### src/sv/sss_pkg.sv
// Package for the seven-segment scan serialiser: shared types, segment and
// digit-select tables, and the constant-reciprocal helpers for digit picking.
// Depends on nothing.
package sss_pkg;

    localparam int unsigned WORD_W  = 16;
    localparam int unsigned VALUE_W = 14;
    localparam int unsigned PROD_W  = 28;
    localparam int unsigned SHIFT_W = 5;
    localparam int unsigned DIGIT_W = 4;
    localparam int unsigned COUNT_W = 4;

    localparam logic [VALUE_W-1:0] MAX_SHOWN = 14'd9999;

    // Reciprocal of ten for quotients up to 9999: floor(q * 6554 / 2^16).
    localparam logic [VALUE_W-1:0] TENTH_RECIP = 14'd6554;
    localparam logic [SHIFT_W-1:0] TENTH_SHIFT = 5'd16;

    localparam logic [COUNT_W-1:0] LAST_BIT = 4'd15;

    typedef logic [1:0] pos_t;
    typedef logic [WORD_W-1:0] word_t;

    typedef struct packed {
        logic  valid;
        word_t word;
    } item_t;

    function automatic logic [7:0] seg_pattern(input logic [DIGIT_W-1:0] d);
        logic [7:0] p;
        case (d)
            4'd0:    p = 8'hC0;
            4'd1:    p = 8'hF9;
            4'd2:    p = 8'hA4;
            4'd3:    p = 8'hB0;
            4'd4:    p = 8'h99;
            4'd5:    p = 8'h92;
            4'd6:    p = 8'h82;
            4'd7:    p = 8'hF8;
            4'd8:    p = 8'h80;
            4'd9:    p = 8'h90;
            default: p = 8'hFF;
        endcase
        return p;
    endfunction

    function automatic logic [7:0] select_pattern(input pos_t pos);
        logic [7:0] p;
        case (pos)
            2'd0:    p = 8'hF7;
            2'd1:    p = 8'hFB;
            2'd2:    p = 8'hFD;
            2'd3:    p = 8'hFE;
            default: p = 8'hFE;
        endcase
        return p;
    endfunction

    // Reciprocal and shift that divide a value up to 9999 by the weight of
    // the digit at each scan position.
    function automatic logic [VALUE_W-1:0] place_recip(input pos_t pos);
        logic [VALUE_W-1:0] r;
        case (pos)
            2'd0:    r = 14'd8389;
            2'd1:    r = 14'd5243;
            2'd2:    r = 14'd6554;
            2'd3:    r = 14'd1;
            default: r = 14'd1;
        endcase
        return r;
    endfunction

    function automatic logic [SHIFT_W-1:0] place_shift(input pos_t pos);
        logic [SHIFT_W-1:0] s;
        case (pos)
            2'd0:    s = 5'd23;
            2'd1:    s = 5'd19;
            2'd2:    s = 5'd16;
            2'd3:    s = 5'd0;
            default: s = 5'd0;
        endcase
        return s;
    endfunction

endpackage

### src/sv/sss_front.sv
// Front end of the scan serialiser: accepts refresh ticks, keeps the scan
// position and builds the 16-bit shift word over two pipeline stages.
// Depends on sss_pkg.
module sss_front
(
    input  logic               clk,
    input  logic               rst_n,
    input  logic               push,
    output logic               full,
    input  logic [13:0]        display_value,
    input  logic               queue_ready,
    output sss_pkg::item_t     item
);

    logic                            ready1;
    logic                            ready2;
    logic                            accept;
    logic [sss_pkg::VALUE_W-1:0]     sat_value;
    logic [sss_pkg::PROD_W-1:0]      place_prod;
    logic [sss_pkg::PROD_W-1:0]      tenth_prod;
    logic [sss_pkg::VALUE_W-1:0]     digit_full;

    sss_pkg::pos_t                   digit_index_reg;
    sss_pkg::pos_t                   digit_index_next;
    logic                            valid1_reg;
    logic                            valid1_next;
    logic [sss_pkg::VALUE_W-1:0]     q1_reg;
    logic [sss_pkg::VALUE_W-1:0]     q1_next;
    sss_pkg::pos_t                   pos1_reg;
    sss_pkg::pos_t                   pos1_next;
    logic                            valid2_reg;
    logic                            valid2_next;
    logic [sss_pkg::VALUE_W-1:0]     q2_reg;
    logic [sss_pkg::VALUE_W-1:0]     q2_next;
    logic [sss_pkg::VALUE_W-1:0]     t2_reg;
    logic [sss_pkg::VALUE_W-1:0]     t2_next;
    sss_pkg::pos_t                   pos2_reg;
    sss_pkg::pos_t                   pos2_next;

    assign ready2 = !valid2_reg || queue_ready;
    assign ready1 = !valid1_reg || ready2;
    assign full   = !ready1;
    assign accept = push && ready1;

    assign sat_value  = (display_value > sss_pkg::MAX_SHOWN) ? sss_pkg::MAX_SHOWN
                                                             : display_value;
    assign place_prod = {14'd0, sat_value} * {14'd0, sss_pkg::place_recip(digit_index_reg)};
    assign tenth_prod = {14'd0, q1_reg} * {14'd0, sss_pkg::TENTH_RECIP};
    assign digit_full = q2_reg - ((t2_reg << 3) + (t2_reg << 1));

    always_comb
    begin
        digit_index_next = accept ? digit_index_reg + 2'd1 : digit_index_reg;
        valid1_next      = ready1 ? push : valid1_reg;
        q1_next          = accept
                         ? sss_pkg::VALUE_W'(place_prod >> sss_pkg::place_shift(digit_index_reg))
                         : q1_reg;
        pos1_next        = accept ? digit_index_reg : pos1_reg;
        valid2_next      = ready2 ? valid1_reg : valid2_reg;
        q2_next          = ready2 ? q1_reg : q2_reg;
        t2_next          = ready2 ? sss_pkg::VALUE_W'(tenth_prod >> sss_pkg::TENTH_SHIFT)
                                  : t2_reg;
        pos2_next        = ready2 ? pos1_reg : pos2_reg;
    end

    always_ff @(posedge clk or negedge rst_n)
    begin
        if (!rst_n)
        begin
            digit_index_reg <= 2'd0;
            valid1_reg      <= 1'b0;
            valid2_reg      <= 1'b0;
        end
        else
        begin
            digit_index_reg <= digit_index_next;
            valid1_reg      <= valid1_next;
            valid2_reg      <= valid2_next;
        end
    end

    always_ff @(posedge clk)
    begin
        q1_reg   <= q1_next;
        pos1_reg <= pos1_next;
        q2_reg   <= q2_next;
        t2_reg   <= t2_next;
        pos2_reg <= pos2_next;
    end

    assign item.valid = valid2_reg;
    assign item.word  = {sss_pkg::seg_pattern(digit_full[sss_pkg::DIGIT_W-1:0]),
                         sss_pkg::select_pattern(pos2_reg)};

endmodule

### src/sv/sss_fifo.sv
// Two-entry queue of shift words between the front end and the shifter.
// Depends on sss_pkg.
module sss_fifo
(
    input  logic               clk,
    input  logic               rst_n,
    input  sss_pkg::item_t     wr_item,
    output logic               wr_ready,
    output sss_pkg::item_t     rd_item,
    input  logic               rd_take
);

    sss_pkg::word_t  mem_reg [2];
    logic            wr_ptr_reg;
    logic            wr_ptr_next;
    logic            rd_ptr_reg;
    logic            rd_ptr_next;
    logic [1:0]      count_reg;
    logic [1:0]      count_next;
    logic            do_write;
    logic            do_read;

    assign wr_ready = (count_reg != 2'd2);
    assign do_write = wr_item.valid && wr_ready;
    assign do_read  = rd_take && (count_reg != 2'd0);

    always_comb
    begin
        wr_ptr_next = do_write ? !wr_ptr_reg : wr_ptr_reg;
        rd_ptr_next = do_read ? !rd_ptr_reg : rd_ptr_reg;
        count_next  = count_reg + {1'b0, do_write} - {1'b0, do_read};
    end

    always_ff @(posedge clk or negedge rst_n)
    begin
        if (!rst_n)
        begin
            wr_ptr_reg <= 1'b0;
            rd_ptr_reg <= 1'b0;
            count_reg  <= 2'd0;
        end
        else
        begin
            wr_ptr_reg <= wr_ptr_next;
            rd_ptr_reg <= rd_ptr_next;
            count_reg  <= count_next;
        end
    end

    always_ff @(posedge clk)
    begin
        if (do_write)
        begin
            mem_reg[wr_ptr_reg] <= wr_item.word;
        end
    end

    assign rd_item.valid = (count_reg != 2'd0);
    assign rd_item.word  = mem_reg[rd_ptr_reg];

endmodule

### src/sv/sss_back.sv
// Back end of the scan serialiser: loads shift words from the queue and
// presents them one bit per transfer, flagging the sixteenth bit.
// Depends on sss_pkg.
module sss_back
(
    input  logic               clk,
    input  logic               rst_n,
    input  sss_pkg::item_t     rd_item,
    output logic               rd_take,
    output logic               empty,
    input  logic               pop,
    output logic               serial_bit,
    output logic               latch_after
);

    sss_pkg::word_t                shift_reg;
    sss_pkg::word_t                shift_next;
    logic [sss_pkg::COUNT_W-1:0]   count_reg;
    logic [sss_pkg::COUNT_W-1:0]   count_next;
    logic                          valid_reg;
    logic                          valid_next;
    logic                          last_bit;
    logic                          moved;

    assign last_bit = (count_reg == sss_pkg::LAST_BIT);
    assign moved    = pop && valid_reg;
    assign rd_take  = rd_item.valid && (!valid_reg || (moved && last_bit));

    always_comb
    begin
        shift_next = shift_reg;
        count_next = count_reg;
        valid_next = valid_reg;
        if (rd_take)
        begin
            shift_next = rd_item.word;
            count_next = '0;
            valid_next = 1'b1;
        end
        else if (moved)
        begin
            shift_next = shift_reg << 1;
            count_next = count_reg + 4'd1;
            valid_next = !last_bit;
        end
    end

    always_ff @(posedge clk or negedge rst_n)
    begin
        if (!rst_n)
        begin
            valid_reg <= 1'b0;
            count_reg <= '0;
        end
        else
        begin
            valid_reg <= valid_next;
            count_reg <= count_next;
        end
    end

    always_ff @(posedge clk)
    begin
        shift_reg <= shift_next;
    end

    assign empty       = !valid_reg;
    assign serial_bit  = shift_reg[sss_pkg::WORD_W-1];
    assign latch_after = valid_reg && last_bit;

`ifndef SYNTH
    a_word_unbroken: assert property (@(posedge clk) disable iff (!rst_n)
        (moved && !last_bit) |=> (valid_reg && count_reg == $past(count_reg) + 4'd1))
        else $error("bits of one word were not presented back to back");

    a_load_when_free: assert property (@(posedge clk) disable iff (!rst_n)
        rd_take |-> (!valid_reg || (moved && last_bit)))
        else $error("a new word was loaded over an unfinished one");

    a_hold_on_stall: assert property (@(posedge clk) disable iff (!rst_n)
        (valid_reg && !pop) |=> ($stable(shift_reg) && $stable(count_reg) && valid_reg))
        else $error("shifter moved while the receiver stalled");
`endif

endmodule

### src/sv/seven_segment_scan_serializer.sv
// Four-digit multiplexed seven-segment scan serialiser, top level.
// Depends on sss_pkg, sss_front, sss_fifo and sss_back.
//
// Input queue: display_value is transferred when push is high and full is low.
// Each transfer is one refresh tick; the value saturates at 9999 and the digit
// at the current scan position (thousands first) is shown.
// Output queue: while empty is low, serial_bit holds the next bit for the
// chained shift registers, segment byte then digit-select byte, MSB first.
// A bit is transferred when pop is high and empty is low; latch_after is high
// on the sixteenth bit of each tick.
// The first bit of a tick passes both front-end stages, the queue and the
// output shift register before it appears. Throughput: one bit per cycle
// when pop is held high, set by the single output shift register.
// The front end holds up to two ticks in flight and the queue two more, so
// further ticks are taken while bits are still being shifted out.
// Reset clears the scan position to the leftmost digit and empties every
// stage. When the receiver stalls, the current bit holds and full rises
// once the front end and queue are both occupied.
module seven_segment_scan_serializer
(
    input  logic        clk,
    input  logic        rst_n,
    input  logic        push,
    output logic        full,
    input  logic [13:0] display_value,
    output logic        empty,
    input  logic        pop,
    output logic        serial_bit,
    output logic        latch_after
);

    sss_pkg::item_t  front_item;
    sss_pkg::item_t  queue_item;
    logic            queue_ready;
    logic            queue_take;

    sss_front u_front
    (
        .clk           (clk),
        .rst_n         (rst_n),
        .push          (push),
        .full          (full),
        .display_value (display_value),
        .queue_ready   (queue_ready),
        .item          (front_item)
    );

    sss_fifo u_fifo
    (
        .clk      (clk),
        .rst_n    (rst_n),
        .wr_item  (front_item),
        .wr_ready (queue_ready),
        .rd_item  (queue_item),
        .rd_take  (queue_take)
    );

    sss_back u_back
    (
        .clk         (clk),
        .rst_n       (rst_n),
        .rd_item     (queue_item),
        .rd_take     (queue_take),
        .empty       (empty),
        .pop         (pop),
        .serial_bit  (serial_bit),
        .latch_after (latch_after)
    );

endmodule
### config.mk
export PLATFORM = sky130hd
export DESIGN_NAME = seven_segment_scan_serializer
export DESIGN_NICKNAME = d
export VERILOG_FILES = /design/src/sv/sss_pkg.sv /design/src/sv/sss_front.sv /design/src/sv/sss_fifo.sv /design/src/sv/sss_back.sv /design/src/sv/seven_segment_scan_serializer.sv
export SDC_FILE = /design/constraint.sdc
export NUM_CORES = 1
export LEC_CHECK = 0
export BUFFER_PORTS_ARGS = -buffer_cell sky130_fd_sc_hd__buf_2
export CAP_MARGIN = 20
export CORE_ASPECT_RATIO = 0.6
export CORE_UTILIZATION = 41
export CTS_BUF_LIST = sky130_fd_sc_hd__clkbuf_8 sky130_fd_sc_hd__clkbuf_16
export CTS_CLUSTER_SIZE = 14
export DETAILED_ROUTE_END_ITERATION = 12
export GPL_ROUTABILITY_DRIVEN = 0
export HOLD_SLACK_MARGIN = 0.06
export SLEW_MARGIN = 40
export SYNTH_ARGS = -nofsm -noshare
export SYNTH_HDL_FRONTEND = slang
export SYNTH_SLANG_ARGS = --single-unit
### constraint.sdc
create_clock -name clk -period 8 [get_ports clk]
set_clock_uncertainty 0.2 [all_clocks]
set_input_delay 1.6 -clock clk [delete_from_list [all_inputs] [get_ports clk]]
set_output_delay 1.6 -clock clk [all_outputs]
set_load 0.03 [all_outputs]
==> results.yml <==
clocking:
  h-tree-depth: 3
  cts_sinks: 76
  cts_tree: "done"
  cts_root_buf: "clkbuf_16"
  cts.reportedPaths.clkPinSlew_ns: 0.06
  clockBufferDepth: 2
  cts_made_buffers: 9
  clk_latency_ns: 0.33
  ctsHoldBuffers: 0
worst_setup_path:
  crit_fanout: 7
  start_kind: "input port"
  required_ns: 7.97
  worstReg2RegEnd: "u_front.q1_reg[8]"
  end_kind: "register"
  ff2ff_setup_slack_ns: 0.72
  reg2reg_from: "u_front.digit_index_reg[0]"
  worstSetupPathType: "in2reg"
  rr_worst_depth: 27
  cp_data_arrival_time_ns: 8.27
hold_path:
  hold_end: "u_front.pos2_reg[0]"
  hold_depth: 0
  hold_path_startpoint: "u_front.pos1_reg[0]"
  hp-class: "reg2reg"
final_layout:
  fill_cells: 2507
  diodes: 0
  final_nets: 1783
  drive_gt1_frac: 0.272
  area_delta_synth_final_pct: 26.3
  largest_register_ffs: 22
grt:
  grt_pass1_vias: 9178
  grt_use_met3: 0.0423
  grt_pass1_wl_um: 49900
  antenna_found_initial: 0
  grt.met1_usage: 0.356
  grt-ovfl-total: 0
  track_usage: 0.218
  met2_usage: 0.298
  grt_max_degree: 33
  top_usage_layer: "met1"
floorplanning:
  die_w_um: 221
  fp.coreArea_um2: 28000
  rows: 47
  initial_core_util: 0.423
  ioPinCount: 22
  die_height_um: 134
  die_area_um2: 29600
synth:
  synth_top_area_cell: "fa_1"
  synthMostInstantiatedCell: "inv_1"
  synth_area_um2: 11800
  synthMuxAreaShare: 0.0228
  synth.area.top_cells: "fa_1, ha_1, edfxtp_1"
  synth_warnings: 0
  synth-xor-area-share: 0.0474
  async_flop_share: 0.171
  syn_avg_cell_area_um2: 9.89
  synth-edff-count: 63
  ys.flop_type: "edfxtp_1"
  yosysUniqueCellTypes: 69
  synth_fp_nets: 1561
  synth-compound-area-share: 0.0890
  synth_top_family_by_area: "adder cells"
  ys_seq_area_frac: 0.187
  synth_simple_gate_area_frac: 0.111
  ys_ff_latch: 76
  synthCells: 1197
  synth_top_area_frac: 0.255
  synthAdderAreaFrac: 0.461
  synthTopCellsByCount: "inv_1, ha_1, fa_1, nor2_1, nand2_1"
timing:
  max_freq_mhz: 120
  slew-limit-headroom: 0.487
  setup_viol: 14
  layout_setup_ws_ns: -0.299
  hold_viol: 0
  worst_pin_slew_ns: 0.770
  rsz0062_at_grt: "yes"
  timing.final.crit_share: 1.04
  whs_ns: 0.231
  finalMaxSlewViolations: 0
  min_period_ns: 8.30
outcome:
  violations: "setup timing"
  status: "complete, but fails checks"
drt:
  via_count: 9128
  ant_nets: 0
  vias_per_cell: 5.10
  wire_per_inst_um: 17.3
  first_iter_violations: 711
  drtPass1Iterations: 5
  route.detailed.drc: 0
  wirelength_um: 31000
placement:
  io_buffer_count: 21
  dpl.hpwl_um: 26400
job:
  maxCapViolations: 0
[worst max-delay path, stage by stage]
cell	delay, ns
buf_6	0.10
nor4_4	0.32
nor2_4	0.07
o31a_1	0.37
buf_6	0.19
o21ai_4	0.18
xor2_2	0.10
ha_1	0.30
inv_2	0.05
fa_1	0.60
inv_2	0.06
fa_1	0.56
fa_1	0.43
fa_1	0.50
inv_2	0.04
fa_1	0.54
inv_2	0.05
ha_4	0.28
buf_6	0.10
inv_2	0.04
o31ai_4	0.23
a21oi_1	0.12
or2_4	0.26
a31oi_4	0.23
nor4_1	0.06
or3b_1	0.41
mux2_4	0.29
o31ai_4	0.16
[worst max path at each step]
stage / start / to
after floorplan: display_value[4] / u_front.q1_reg[8]
after global placement: display_value[4] / u_front.q1_reg[3]
after detailed placement: display_value[4] / u_front.q1_reg[8]
after CTS: display_value[4] / u_front.q1_reg[8]
after global routing: display_value[4] / u_front.q1_reg[2]
final: display_value[4] / u_front.q1_reg[8]
[cell usage in the layout, fill, tap and decap left out, types with 5 or more instances in the layout]
cell type and n:
and2_4 5, and2_1 11, xor2_1 20, inv_1 211
nor3_1 5, buf_2 19, a21o_1 12, or2_2 8
nor2b_1 15, xnor2_1 38, nand2_1 57, nand3_1 13
ha_4 9, mux2i_1 17, clkbuf_16 10, and3_4 5
and3_1 9, ha_1 181, nand2_2 10, nor2_2 7
buf_6 11, inv_2 8, o21ai_0 26, dfrtp_1 13
nand2b_1 15, buf_4 213, a21oi_1 40, o21bai_1 9
ha_2 5, edfxtp_1 63, fa_1 150, nand4_1 5
nor2_1 79
[what timing repair did]
item	in CTS	in global routing
setup buffers	16	8
resized for setup	70	50
cloned	1	0
pin swaps	37	10
endpoints found under the setup margin	14	14
[cell type report]
cell class,instances,area [um^2],share of cell area
inverters,220,828,0.0554
flip-flops and latches,76,2220,0.148
clock inverters,6,35.0,0.00234
multi-input cells,868,9320,0.624
repair buffers,244,1840,0.123
well taps,367,459,0.0307
clock buffers,10,250,0.0167
[cells by family after synthesis]
kind of cell / after synthesis
AOI/OAI and AO/OA: 157
xor gates and xnor gates: 64
adders and majority gates: 346
buffers and inverters: 253
DFF: 76
muxes: 24
and+or+nand+nor: 277
[routing by layer]
layer | share of wire | vias up
met5 | 0 | -
met4 | 0.0035 | 0
met3 | 0.084 | 12
met2 | 0.39 | 280
met1 | 0.52 | 4454
li1 | - | 4382
[metrics by stage]
| stage | setup slack [ns] | utilization | area [um^2] | TNS (ns) | std cells |
|---|---|---|---|---|---|
| after floorplan | -0.280 | - | 12000 | -1.44 | 1197 |
| after global placement | -0.889 | 0.497 | 13900 | -10.34 | 1751 |
| after CTS | -0.251 | 0.522 | 14600 | -1.55 | 1784 |
| final | -0.299 | 0.534 | 14900 | -2.77 | 1791 |
| after detailed placement | -0.889 | 0.497 | 13900 | -10.58 | 1751 |
| after global routing | -0.513 | 0.534 | 14900 | -5.34 | 1791 |
Power is not shown: default switching activity piles up to over one toggle a cycle in this logic, so the estimate is an artifact.
